### config.mk
export PLATFORM = sky130hd
export DESIGN_NAME = sbrd_result
export DESIGN_NICKNAME = d
export VERILOG_FILES = /design/src/hdl/sbrd_pkg.sv /design/src/hdl/sbrd_result.sv
export SDC_FILE = /design/constraint.sdc
export NUM_CORES = 1
export LEC_CHECK = 0
export ABC_AREA = 1
export BUFFER_PORTS_ARGS = -buffer_cell sky130_fd_sc_hd__buf_2
export CORE_ASPECT_RATIO = 1.1
export CORE_MARGIN = 10
export CORE_UTILIZATION = 37
export CTS_BUF_LIST = sky130_fd_sc_hd__clkbuf_8
export CTS_CLUSTER_DIAMETER = 80
export DETAILED_ROUTE_END_ITERATION = 16
export PLACE_DENSITY = 0.78
export SLEW_MARGIN = 25
export SYNTH_ARGS = -nofsm -noshare
export SYNTH_HDL_FRONTEND = slang
export SYNTH_SLANG_ARGS = --single-unit
### constraint.sdc
create_clock -name i_clk -period 1.23 [get_ports i_clk]
set_clock_uncertainty 0.2 [all_clocks]
set_input_delay 0.246 -clock i_clk [delete_from_list [all_inputs] [get_ports i_clk]]
set_output_delay 0.246 -clock i_clk [all_outputs]
set_load 0.005 [all_outputs]
### src/hdl/sbrd_pkg.sv
// Package for the sub-CPU bus decoder with the double-buffered road RAM.
// Holds store sizes, the address map, action codes and the structs shared by the decoder, result stage and top level.
// Depends on nothing.
package sbrd_pkg;

    // Store depths are powers of two; word indexes wrap on their low bits.
    localparam int ROM_WORDS      = 131072;
    localparam int WORK_RAM_WORDS = 16384;
    localparam int ROAD_WORDS     = 2048;

    localparam int ROM_AW  = $clog2(ROM_WORDS);
    localparam int WRAM_AW = $clog2(WORK_RAM_WORDS);
    localparam int ROAD_AW = $clog2(ROAD_WORDS);

    // The clearing pass covers the deeper of the two zero-reset stores.
    localparam int CLR_WORDS = (WORK_RAM_WORDS > ROAD_WORDS) ? WORK_RAM_WORDS : ROAD_WORDS;
    localparam int CLR_AW    = $clog2(CLR_WORDS);

    // Address map of the sub bus.
    localparam logic [19:0] ROM_END     = 20'h5ffff;
    localparam logic [19:0] WRAM_BEG    = 20'h60000;
    localparam logic [19:0] WRAM_WR_END = 20'h67fff;
    localparam logic [19:0] WRAM_END    = 20'h7ffff;
    localparam logic [19:0] ROAD_BEG    = 20'h80000;
    localparam logic [19:0] ROAD_END    = 20'h8ffff;
    localparam logic [19:0] SWAP_BEG    = 20'h90000;
    localparam logic [19:0] SWAP_END    = 20'h9ffff;

    // Action codes.
    localparam logic [2:0] ACT_WORD_RD = 3'd0;
    localparam logic [2:0] ACT_WORD_WR = 3'd1;
    localparam logic [2:0] ACT_BYTE_RD = 3'd2;
    localparam logic [2:0] ACT_BYTE_WR = 3'd3;
    localparam logic [2:0] ACT_ROAD_RD = 3'd4;
    localparam logic [2:0] ACT_ROM_LD  = 3'd5;

    typedef enum logic [2:0] {
        SRC_ZERO,
        SRC_ONES,
        SRC_ROM,
        SRC_WRAM,
        SRC_ROAD_CPU,
        SRC_ROAD_SHOWN
    } t_src;

    typedef struct packed {
        logic [2:0]  action;
        logic [19:0] address;
        logic [15:0] write_data;
        logic [16:0] side_index;
    } t_cmd;

    typedef struct packed {
        logic [15:0] read_data;
        logic [1:0]  road_mode;
    } t_rsp;

    // Decoded request: write strobes per byte lane, addresses and read source.
    typedef struct packed {
        logic               rom_we;
        logic               wram_we_hi;
        logic               wram_we_lo;
        logic               road_we_hi;
        logic               road_we_lo;
        logic               ctrl_we;
        logic [1:0]         ctrl_val;
        logic               swap;
        logic [7:0]         wdata_hi;
        logic [7:0]         wdata_lo;
        logic [ROM_AW-1:0]  rom_raddr;
        logic [ROM_AW-1:0]  rom_waddr;
        logic [WRAM_AW-1:0] wram_addr;
        logic [ROAD_AW-1:0] road_cpu_addr;
        logic [ROAD_AW-1:0] road_side_addr;
        t_src               src;
        logic               byte_rd;
        logic               odd;
    } t_dec;

    // What the result stage needs to pick and shape the read word.
    typedef struct packed {
        t_src src;
        logic road_b;
        logic byte_rd;
        logic odd;
    } t_sel;

endpackage

### src/hdl/sbrd_result.sv
// Result stage: picks the word from the store read data, extracts bytes, registers the result.
// Depends on sbrd_pkg.
module sbrd_result (
    input  logic               i_clk,
    input  logic               i_rst_n,
    input  logic               i_vld,
    input  sbrd_pkg::t_sel     i_sel,
    input  logic [1:0]         i_mode,
    input  logic [15:0]        i_rom_q,
    input  logic [15:0]        i_wram_q,
    input  logic [15:0]        i_road_a_q,
    input  logic [15:0]        i_road_b_q,
    output logic               o_done,
    output sbrd_pkg::t_rsp     o_rsp
);
    import sbrd_pkg::*;

    logic [15:0] word;
    logic [15:0] n_data;

    always_comb begin
        case (i_sel.src)
            SRC_ONES:       word = 16'hffff;
            SRC_ROM:        word = i_rom_q;
            SRC_WRAM:       word = i_wram_q;
            SRC_ROAD_CPU,
            SRC_ROAD_SHOWN: word = i_sel.road_b ? i_road_b_q : i_road_a_q;
            default:        word = 16'h0000;
        endcase
    end

    // An even address selects the high byte.
    always_comb begin
        if (i_sel.byte_rd) begin
            n_data = {8'h00, (i_sel.odd ? word[7:0] : word[15:8])};
        end else begin
            n_data = word;
        end
    end

    always_ff @(posedge i_clk) begin
        if (!i_rst_n) begin
            o_done <= 1'b0;
        end else begin
            o_done <= i_vld;
        end
        o_rsp.read_data <= n_data;
        o_rsp.road_mode <= i_mode;
    end

endmodule

==> run_results.csv <==
group,metric,value,unit
synth,synth_edf_count,0,
power_and_ir_drop,p_int,1.120,mW
placed_design,hpwl,3.801,mm
layout,fin_nets,383,
routing,firstDrtPassIters,4,
routing,viasPerCell,4.701,
floorplanning,die_x,74.89,um
setup_path,start_kind,"flip-flop",
placed_design,placed_area,1769,um^2
global_routing,grt_max_degree,18,
run,drv_cap,0,
routing,wl_per_cell,12.88,um
synth,synth_top_area_share,31.02,%
setup_path,cp_cell_sequence,"buf_2",
routing,drtAntennaViolNets,0,
setup_path,crit_buf_inv,1,
setup_path,crit_family,"flip-flops",
routing,highest_layer,"met4",
synth,ys_async_sr_fraction,0,%
synth,synth_flop_cell,"dfxtp_1",
setup_path,cp.depth,1,
power_and_ir_drop,comb_power_share,29.8,%
synth,synthDistinctLibCells,16,
power_and_ir_drop,power_density,845.5,nW/um^2
timing,post-route-period-util,91.94,%
synth,synth.area.top_cells,"dfxtp_1 31%, nand2_1 24%, nand4_1 8.7%, nor2_1 8.3%, nand3_1 5.7%",
power_and_ir_drop,leakage,1.122,nW
routing,drtIter0Drc,48,
synth,synth.area.mux_share,0,%
power_and_ir_drop,switching_share,28.62,%
setup_path,crit_fanout,1,
floorplanning,dieHeight,80.38,um
clocking,htreeDepth,1,
synth,synth_top_family_by_area,"simple AND/OR/NAND/NOR gates",
min_path,min_path_type,"in -> reg",
floorplanning,num_io_pins,94,
synth,postSynthCellCount,202,
placed_design,gp_congestion,0.8350,
clocking,ctsResizeCount,0,
setup_path,worst_setup_path_end_kind,"output pin",
setup_path,crit_type,"reg -> out",
routing,met1_length,1.845,mm
layout,seq_area,380.4,um^2
clocking,clock_sinks,19,
setup_path,cp_slowest_stage_delay,0.32,ns
synth,synth_nets,277,
floorplanning,fp-row-count,21,
min_path,hold_path_depth,5,
power_and_ir_drop,peakVddDrop,354.1,uV
routing,met2_length,2.033,mm
layout,diodes,0,
synth,synth_seq_cells,19,
synth,yosysWarnings,0,
timing,hold_viol,0,
power_and_ir_drop,p_seq_share,43.3,%
clocking,cts_setup_buffers,0,
setup_path,critPathSlowestCell,"dfxtp_1",
timing,maxSlewHeadroom,83.49,%
clocking,cts_hold_buf,4,
power_and_ir_drop,p_clk_share,27.0,%
routing,finalWirelength,4.391,mm
clocking,cts_tree,"done",
clocking,numCtsBuffers,3,
timing,tightest_slew,0.2470,ns
layout,design_area,1856,um^2
status,status,"completed",
global_routing,antenna_found_initial,0,
timing,setup_viol,0,
clocking,clk_pin_slew_worst_paths,0.07,ns
power_and_ir_drop,finalPower,1.569,mW
layout,multiInputGateArea,732.0,um^2
synth,seq_area_frac_synth,31.02,%
timing,hold_slack,0.1061,ns
timing,fin_tns_setup,0,ns
synth,syn-cell-area,1226,um^2
timing,maxClockFrequency,0.8842,GHz
floorplanning,coreArea,3127,um^2
synth,synthAdderAreaFrac,0,%
layout,layout_commonest_cell,"buf_2",
setup_path,arrival,0.68,ns
timing,final_max_slew_viol_count,0,
routing,vias,1603,
clocking,clock_path_buffers,2,
routing,wl_met3,464,um
global_routing,grt.overflow.total,0,
power_and_ir_drop,p_sw,0.4490,mW
floorplanning,die_area,6019,um^2
synth,synth-simple-area-share,52.24,%
global_routing,grt_pass1_vias,1654,
setup_path,worstPathRequired,0.78,ns
placed_design,io_buffers,93,
global_routing,grt_pass1_wl,7.086,mm
routing,drcViolationCount,0,
global_routing,grt_usage,14.49,%
floorplanning,start_util,39.22,%
synth,avgSynthCellArea,6.070,um^2
layout,final_cell_mix,"93 x buf_2, 80 x nand2_1, 26 x nor2_1",
clocking,root_buffer,"clkbuf_8",
layout,drive_above_1_share,39.09,%
timing,finalCriticalPeriod,1.131,ns
synth,yosys.area.top_type,"dfxtp_1",
synth,synth_xor_area_share,0,%
layout,area_growth,51.33,%
timing,rsz0062_at_grt,"no",
layout,fillers,334,
synth,synth_compound_area_share,7.245,%
cell usage after synthesis (2+ instances only):
master   instances
nand2_1         80
nor2_1          27
dfxtp_1         19
nand4_1         17
nand3_1         14
inv_1           10
o21ai_0         10
o21ai_1          6
buf_4            4
buf_2            3
inv_2            3
nor2_4           3
buf_6            2
nand2_4          2
kinds of logic after synthesis:
kind of cell,count (synthesis)
AO/OA/AOI/OAI,17
AND/OR/NAND/NOR,144
buffers and inverters,22
flip-flops,19
flip-flops by register name (all words and copies together) (netlist names):
| register | count |
|---|---|
| o_done | 1 |
| o_rsp | 18 |
power groups by stage:
stage          clock network (mW)  registers (mW)  logic (mW)
2_1_floorplan                   0           0.703       0.226
3_3_place_gp                    0           0.692       0.454
3_5_place_dp                    0           0.694       0.460
4_1_cts                     0.434           0.680       0.471
5_1_grt                     0.454           0.685       0.529
6_report                    0.423           0.679       0.467
per-layer routing:
layer | vias up | track usage [%]
li1 | 864 | -
met2 | 65 | 24.12
met3 | 5 | 4.920
met4 | 0 | 5.114
met1 | 669 | 16.65
met5 | - | 0
final timing paths:
check,from,to,slack [ns]
max,o_rsp[8],o_rsp[8],0.1
min,i_rom_q[8],o_rsp[2],0.11
stage by stage:
stage | instances | utilization [%] | setup slack [ns]
global placement | 333 | 56.58 | -0.1315
floorplan | 202 | - | 0.005124
global route | 341 | 59.34 | 0.01456
finish | 341 | 59.34 | 0.09909
CTS | 341 | 59.34 | 0.08987
detailed placement | 333 | 56.58 | -0.1462
area by class of cell:
type / instances / area share, %
flip-flops and latches: 19 / 20.50
multi-input cells: 161 / 39.45
well taps: 34 / 2.293
repair buffers: 110 / 32.50
clock buffers: 3 / 2.225
inverters: 13 / 2.765
clock inverters: 1 / 0.2697
Note: power is estimated with default switching activity, not from simulation.
