$ cat config.mk
export PLATFORM = sky130hd
export DESIGN_NAME = sbrd_decode
export DESIGN_NICKNAME = d
export VERILOG_FILES = /design/src/hdl/sbrd_pkg.sv /design/src/hdl/sbrd_decode.sv
export SDC_FILE = /design/constraint.sdc
export NUM_CORES = 1
export LEC_CHECK = 0
export BUFFER_PORTS_ARGS = -buffer_cell sky130_fd_sc_hd__buf_4
export CAP_MARGIN = 0
export CORE_MARGIN = 10
export CORE_UTILIZATION = 30
export DETAILED_ROUTE_END_ITERATION = 8
export GPL_TIMING_DRIVEN = 1
export PLACE_DENSITY_LB_ADDON = 0.25
export REMOVE_ABC_BUFFERS = 1
export SETUP_SLACK_MARGIN = 0.05
export SYNTH_ARGS = -nofsm -noshare
export SYNTH_HDL_FRONTEND = slang
export SYNTH_SLANG_ARGS = --single-unit
$ cat constraint.sdc
create_clock -name vclk -period 3.6
set_input_delay 0.72 -clock vclk [all_inputs]
set_output_delay 0.72 -clock vclk [all_outputs]
set_load 0.02 [all_outputs]
$ cat src/hdl/sbrd_pkg.sv
// Package for the sub-CPU bus decoder with the double-buffered road RAM.
// Holds store sizes, the address map, action codes and the structs shared by the decoder, result stage and top level.
// Depends on nothing.
package sbrd_pkg;

    // Store depths are powers of two; word indexes wrap on their low bits.
    localparam int ROM_WORDS      = 131072;
    localparam int WORK_RAM_WORDS = 16384;
    localparam int ROAD_WORDS     = 2048;

    localparam int ROM_AW  = $clog2(ROM_WORDS);
    localparam int WRAM_AW = $clog2(WORK_RAM_WORDS);
    localparam int ROAD_AW = $clog2(ROAD_WORDS);

    // The clearing pass covers the deeper of the two zero-reset stores.
    localparam int CLR_WORDS = (WORK_RAM_WORDS > ROAD_WORDS) ? WORK_RAM_WORDS : ROAD_WORDS;
    localparam int CLR_AW    = $clog2(CLR_WORDS);

    // Address map of the sub bus.
    localparam logic [19:0] ROM_END     = 20'h5ffff;
    localparam logic [19:0] WRAM_BEG    = 20'h60000;
    localparam logic [19:0] WRAM_WR_END = 20'h67fff;
    localparam logic [19:0] WRAM_END    = 20'h7ffff;
    localparam logic [19:0] ROAD_BEG    = 20'h80000;
    localparam logic [19:0] ROAD_END    = 20'h8ffff;
    localparam logic [19:0] SWAP_BEG    = 20'h90000;
    localparam logic [19:0] SWAP_END    = 20'h9ffff;

    // Action codes.
    localparam logic [2:0] ACT_WORD_RD = 3'd0;
    localparam logic [2:0] ACT_WORD_WR = 3'd1;
    localparam logic [2:0] ACT_BYTE_RD = 3'd2;
    localparam logic [2:0] ACT_BYTE_WR = 3'd3;
    localparam logic [2:0] ACT_ROAD_RD = 3'd4;
    localparam logic [2:0] ACT_ROM_LD  = 3'd5;

    typedef enum logic [2:0] {
        SRC_ZERO,
        SRC_ONES,
        SRC_ROM,
        SRC_WRAM,
        SRC_ROAD_CPU,
        SRC_ROAD_SHOWN
    } t_src;

    typedef struct packed {
        logic [2:0]  action;
        logic [19:0] address;
        logic [15:0] write_data;
        logic [16:0] side_index;
    } t_cmd;

    typedef struct packed {
        logic [15:0] read_data;
        logic [1:0]  road_mode;
    } t_rsp;

    // Decoded request: write strobes per byte lane, addresses and read source.
    typedef struct packed {
        logic               rom_we;
        logic               wram_we_hi;
        logic               wram_we_lo;
        logic               road_we_hi;
        logic               road_we_lo;
        logic               ctrl_we;
        logic [1:0]         ctrl_val;
        logic               swap;
        logic [7:0]         wdata_hi;
        logic [7:0]         wdata_lo;
        logic [ROM_AW-1:0]  rom_raddr;
        logic [ROM_AW-1:0]  rom_waddr;
        logic [WRAM_AW-1:0] wram_addr;
        logic [ROAD_AW-1:0] road_cpu_addr;
        logic [ROAD_AW-1:0] road_side_addr;
        t_src               src;
        logic               byte_rd;
        logic               odd;
    } t_dec;

    // What the result stage needs to pick and shape the read word.
    typedef struct packed {
        t_src src;
        logic road_b;
        logic byte_rd;
        logic odd;
    } t_sel;

endpackage

$ cat src/hdl/sbrd_decode.sv
// Address and action decoder for the sub bus: write strobes, store addresses, read source.
// Depends on sbrd_pkg.
module sbrd_decode (
    input  sbrd_pkg::t_cmd i_cmd,
    output sbrd_pkg::t_dec o_dec
);
    import sbrd_pkg::*;

    logic [19:0] a;
    logic        in_rom;
    logic        in_wram;
    logic        wram_wr_ok;
    logic        in_road;
    logic        in_swap;
    t_src        peek_src;

    assign a          = i_cmd.address;
    assign in_rom     = (a <= ROM_END);
    assign in_wram    = (a >= WRAM_BEG) && (a <= WRAM_END);
    assign wram_wr_ok = (a >= WRAM_BEG) && (a <= WRAM_WR_END);
    assign in_road    = (a >= ROAD_BEG) && (a <= ROAD_END);
    assign in_swap    = (a >= SWAP_BEG) && (a <= SWAP_END);

    // Plain read source; unmapped space reads as all ones.
    always_comb begin
        if (in_rom) begin
            peek_src = SRC_ROM;
        end else if (in_wram) begin
            peek_src = SRC_WRAM;
        end else if (in_road) begin
            peek_src = SRC_ROAD_CPU;
        end else begin
            peek_src = SRC_ONES;
        end
    end

    always_comb begin
        o_dec                = '0;
        o_dec.src            = SRC_ZERO;
        o_dec.rom_raddr      = a[ROM_AW:1];
        o_dec.rom_waddr      = i_cmd.side_index[ROM_AW-1:0];
        o_dec.wram_addr      = a[WRAM_AW:1];
        o_dec.road_cpu_addr  = a[ROAD_AW:1];
        o_dec.road_side_addr = i_cmd.side_index[ROAD_AW-1:0];
        o_dec.ctrl_val       = i_cmd.write_data[1:0];
        o_dec.wdata_hi       = i_cmd.write_data[15:8];
        o_dec.wdata_lo       = i_cmd.write_data[7:0];
        o_dec.odd            = a[0];
        case (i_cmd.action)
            ACT_WORD_RD: begin
                o_dec.swap = in_swap;
                o_dec.src  = in_swap ? SRC_ONES : peek_src;
            end
            ACT_WORD_WR: begin
                o_dec.wram_we_hi = wram_wr_ok;
                o_dec.wram_we_lo = wram_wr_ok;
                o_dec.road_we_hi = in_road;
                o_dec.road_we_lo = in_road;
                o_dec.ctrl_we    = in_swap;
            end
            ACT_BYTE_RD: begin
                o_dec.byte_rd = 1'b1;
                o_dec.swap    = in_swap && !a[0];
                o_dec.src     = in_swap ? SRC_ONES : peek_src;
            end
            ACT_BYTE_WR: begin
                // The byte goes to both lanes; only the addressed lane is strobed.
                o_dec.wdata_hi   = i_cmd.write_data[7:0];
                o_dec.wram_we_hi = wram_wr_ok && !a[0];
                o_dec.wram_we_lo = wram_wr_ok && a[0];
                o_dec.road_we_hi = in_road && !a[0];
                o_dec.road_we_lo = in_road && a[0];
                o_dec.ctrl_we    = in_swap;
            end
            ACT_ROAD_RD: begin
                o_dec.src = SRC_ROAD_SHOWN;
            end
            ACT_ROM_LD: begin
                o_dec.rom_we = 1'b1;
            end
            default: begin
                o_dec.src = SRC_ZERO;
            end
        endcase
    end

endmodule

==> results of run 1 <==
-- metrics by stage --
stage,hold WS [ps],worst slack [ps],instances,utilization
floorplan,1440,1040,35,-
global placement,1440,1140,124,0.264
detailed placement,1440,1130,124,0.264
CTS,1440,1130,124,0.264
global route,1440,1090,124,0.264
finish,1440,1140,124,0.264
-- cell type report --
type / count / area, um2
fill: 302 / 2050
timing repair buffer: 58 / 435
multi-input combinational: 34 / 256
tap: 31 / 38.8
inverter: 1 / 3.75
-- routing by layer --
metal,vias up,wire [um],GRT usage
li1,248,-,-
met1,261,1260,0.122
met2,88,1790,0.190
met3,4,1290,0.190
met4,0,51,0.0166
met5,-,0,0.0278
-- final timing paths --
path       from         to  slack, ps  cells after the start
max   i_cmd[51]   o_dec[4]       1140                      5
min    i_cmd[5]  o_dec[10]       1440                      0
-- logic make-up (layout without fill, tap and decap cells) --
kind of cell           Yosys count  in the layout  share of synthesized area
AND/OR/NAND/NOR                 22             22                      0.153
buffers and inverters           83             59                      0.707
AO/OA/AOI/OAI                    4              4                     0.0371
multiplexers                     8              8                      0.103
-- worst max-delay path, delay by kind of cell --
| family | cells | cell delay, ps |
|---|---|---|
| compound gates | 1 | 120 |
| buf+inv | 2 | 260 |
| simple gates | 2 | 650 |
-- synth_stat cells, drive strengths merged --
master   instances
nor4b            2
o21ai            1
nor2             6
nor2b            1
or4b             1
o21a             1
o21ba            1
buf             82
nor3b            1
nand2            4
a2111oi          1
inv              1
nand3            1
and2b            1
nor3             4
and2             1
mux2             8
-- power by group --
group | switching, uW | internal, uW | leakage, uW
logic | 48.7 | 50.2 | 0.000378
clock network | 0 | 0 | 0
registers | 0 | 0 | 0
==> results.yml, run 1 <==
worst_setup_path:
  crit_path_max_fanout: 4
  cp_data_required_time_ps: 2880
  max_stage_delay_ps: 550
  start_kind: "input port"
  end_kind: "output port"
  cp.arrival_ps: 1740
  cp_slowest_cell: "or4b_4"
  path_class: "input port to output port"
  crit_path_frequent_cell: "buf_4"
  path_cells: "buf_4 > or4b_4 > nor2_2 > o21ba_1 > buf_4"
die:
  chipHeight_um: 74.0
  dieArea_um2: 5480
  start_util: 0.315
  io_pins: 156
  std_cell_rows: 19
  core_area_um2: 2780
  fp.dieW_um: 74.0
finish:
  final_cell_mix: "buf_4, mux2_2, nor2_1, nor3_1, nand2_1"
  seqCellArea_um2: 0
  drive_gt1_frac: 0.753
  final_area_um2: 734
  n_antenna_cell: 0
  layout_commonest_cell: "buf_4"
  fin_nets: 151
  nFlopsAndLatches: 0
  n_clock_buffer: 0
  syn_to_final_growth_pct: -16.1
route:
  detail_route.wl_per_cell_um: 35.5
  first_pass_iters: 4
  drc: 0
  vias: 601
  wirelength_um: 4400
  drt_iter0_drc: 40
  ant_nets: 0
  routed_via_density: 4.85
sta:
  max_freq_ghz: 0.406
  finalCritPeriodShare: 0.685
  relSlewSlack: 0.767
  hold_viol: 0
  tns_ps: 0
  finalSetupViolations: 0
  period_minus_slack_ps: 2460
  worst_slew_pin_slew_ps: 349
  rsz0062_at_grt: "no"
  drv_slew: 0
logic_synthesis:
  ys_seq_area_frac: 0
  synth.area.top_cells: "buf_4, mux2_2, nor3_1"
  yosysTopAreaCellShare: 0.703
  syn-cell-area_um2: 876
  synth_warnings: 0
  syn_avg_cell_area_um2: 7.49
  synth.distinct_cells: 19
  synth_area_leader_cell: "buf_4"
  synthCells: 117
power_and_ir_drop:
  p_leak_uw: 0.000378
  ir_drop_mv: 0.0616
  power_density_nw_per_um2: 135
  p_total_uw: 98.9
placed_design:
  hpwl_um: 4120
  portBuffers: 58
  placed_area_um2: 734
  place_congestion: 0.745
global_route:
  grtUsageTotal: 0.139
  grt_pass1_wl_um: 5340
  overflow: 0
  antenna_found_initial: 0
  grt_max_degree: 10
  grt_pass1_vias: 672
cts:
  cts.repair.resized: 0
  postCtsSetupBuffers: 0
  hold_buffers: 0
outcome:
  status: "completed"
hold_path:
  min_path_type: "input port to output port"
run:
  cap_viol_max_count: 0
No activity file was read; power rests on OpenSTA's default activity.
==> inputs of run 2 (changes only) <==
CORE_UTILIZATION = 28   (was 30)
clock period = 2.5 ns   (was 3.6 ns; I/O delays follow)
==> run 2 against run 1 <==
  * Via count grew 4.7%
  * Combinational power rose by 44%
  * Critical path depth did not move
  * Cell area up 2.2%
  * Sequential cell count unchanged
  * Count of clock-buffer cells in the layout stayed put
  * First-iteration DRC count down 65%
  * Worst hold slack worse by 440 ps
  * Non-clock buffer count stayed put
  * Cell count up 10%
==> results.yml, run 2 (synthesis gave the netlist of run 1 again) <==
outcome:
  status: "completed"
route:
  detail_route.wl_per_cell_um: 31.6
  routed_via_density: 4.59
  wirelength_um: 4330
  drc: 0
  drt_iter0_drc: 14
  first_pass_iters: 3
  vias: 629
  ant_nets: 0
sta:
  worst_slew_pin_slew_ps: 333
  max_freq_ghz: 0.492
  period_minus_slack_ps: 2030
  rsz0062_at_grt: "no"
  whs_ps: 1000
  relSlewSlack: 0.778
  tns_ps: 0
  drv_slew: 0
  finalCritPeriodShare: 0.813
  hold_viol: 0
  finalSetupViolations: 0
  setup_ws_ps: 466
die:
  io_pins: 156
  start_util: 0.289
  core_area_um2: 3030
  chipHeight_um: 75.9
  fp.dieW_um: 75.9
  std_cell_rows: 20
  dieArea_um2: 5770
worst_setup_path:
  cp_data_required_time_ps: 2000
  cp.arrival_ps: 1530
  path_class: "input port to output port"
  end_kind: "output port"
  cp-startpoint: "i_cmd[51]"
  crit_path_max_fanout: 4
  start_kind: "input port"
placed_design:
  hpwl_um: 4090
  placed_area_um2: 751
  portBuffers: 58
  place_congestion: 0.762
  pre_cts_slack_ps: 466
global_route:
  antenna_found_initial: 0
  grt_max_degree: 10
  overflow: 0
  grtUsageTotal: 0.135
  grt_pass1_wl_um: 5750
  grt_pass1_vias: 743
finish:
  drive_gt1_frac: 0.753
  fin_nets: 151
  seqCellArea_um2: 0
  layout_commonest_cell: "buf_4"
  nFlopsAndLatches: 0
  n_clock_buffer: 0
  final_area_um2: 751
  n_antenna_cell: 0
  syn_to_final_growth_pct: -14.3
  final_cell_mix: "buf_4, mux2_2, nor2_1, nor3_1, nand2_1"
power_and_ir_drop:
  clock_power_share: 0
  power_density_nw_per_um2: 190
  ir_drop_mv: 0.0630
  internal-power_uw: 72.3
  seq_power_share: 0
  combPwrFrac: 1.000
  p_total_uw: 142
  swShare: 0.492
  p_leak_uw: 0.000378
  power_switching_uw: 70.1
hold_path:
  hold_depth: 0
  hp-start: "i_cmd[34]"
  min_path_type: "input port to output port"
cts:
  hold_buffers: 0
  postCtsSetupBuffers: 0
  cts.repair.resized: 0
run:
  cap_viol_max_count: 0
[run 2: metrics by stage]
| step | std cells | util |
|---|---|---|
| after CTS | 137 | 0.248 |
| after floorplan | 35 | - |
| final | 137 | 0.248 |
| after global placement | 137 | 0.248 |
| after detailed placement | 137 | 0.248 |
| after global routing | 137 | 0.248 |
[run 2: worst max-delay path, cell delays in order]
cell	delay, ps
buf_4	120
or4b_4	550
nor2_2	90
o21ba_1	130
buf_4	140
[run 2: path summary, 6_finish.rpt]
kind,to,slack [ps]
worst min-delay path,o_dec[16],1000
worst max-delay path,o_dec[4],470
[run 2: power groups by stage]
stage / clock network (uW) / registers (uW) / logic [uW]
finish: 0 / 0 / 142
global route: 0 / 0 / 153
CTS: 0 / 0 / 145
detailed placement: 0 / 0 / 144
global placement: 0 / 0 / 145
floorplan: 0 / 0 / 43.7
[run 2: area by class of cell]
class	count	area [um2]
fill	336	2280
timing repair buffer	58	435
multi-input combinational	34	256
tap	44	55.1
inverter	1	3.75
[run 2: routing by layer]
layer / track usage / part of all wire / vias up
li1: - / - / 250
met1: 0.119 / 0.30 / 265
met2: 0.165 / 0.36 / 112
met3: 0.215 / 0.33 / 2
met4: 0.0114 / 0.0083 / 0
met5: 0 / 0 / -
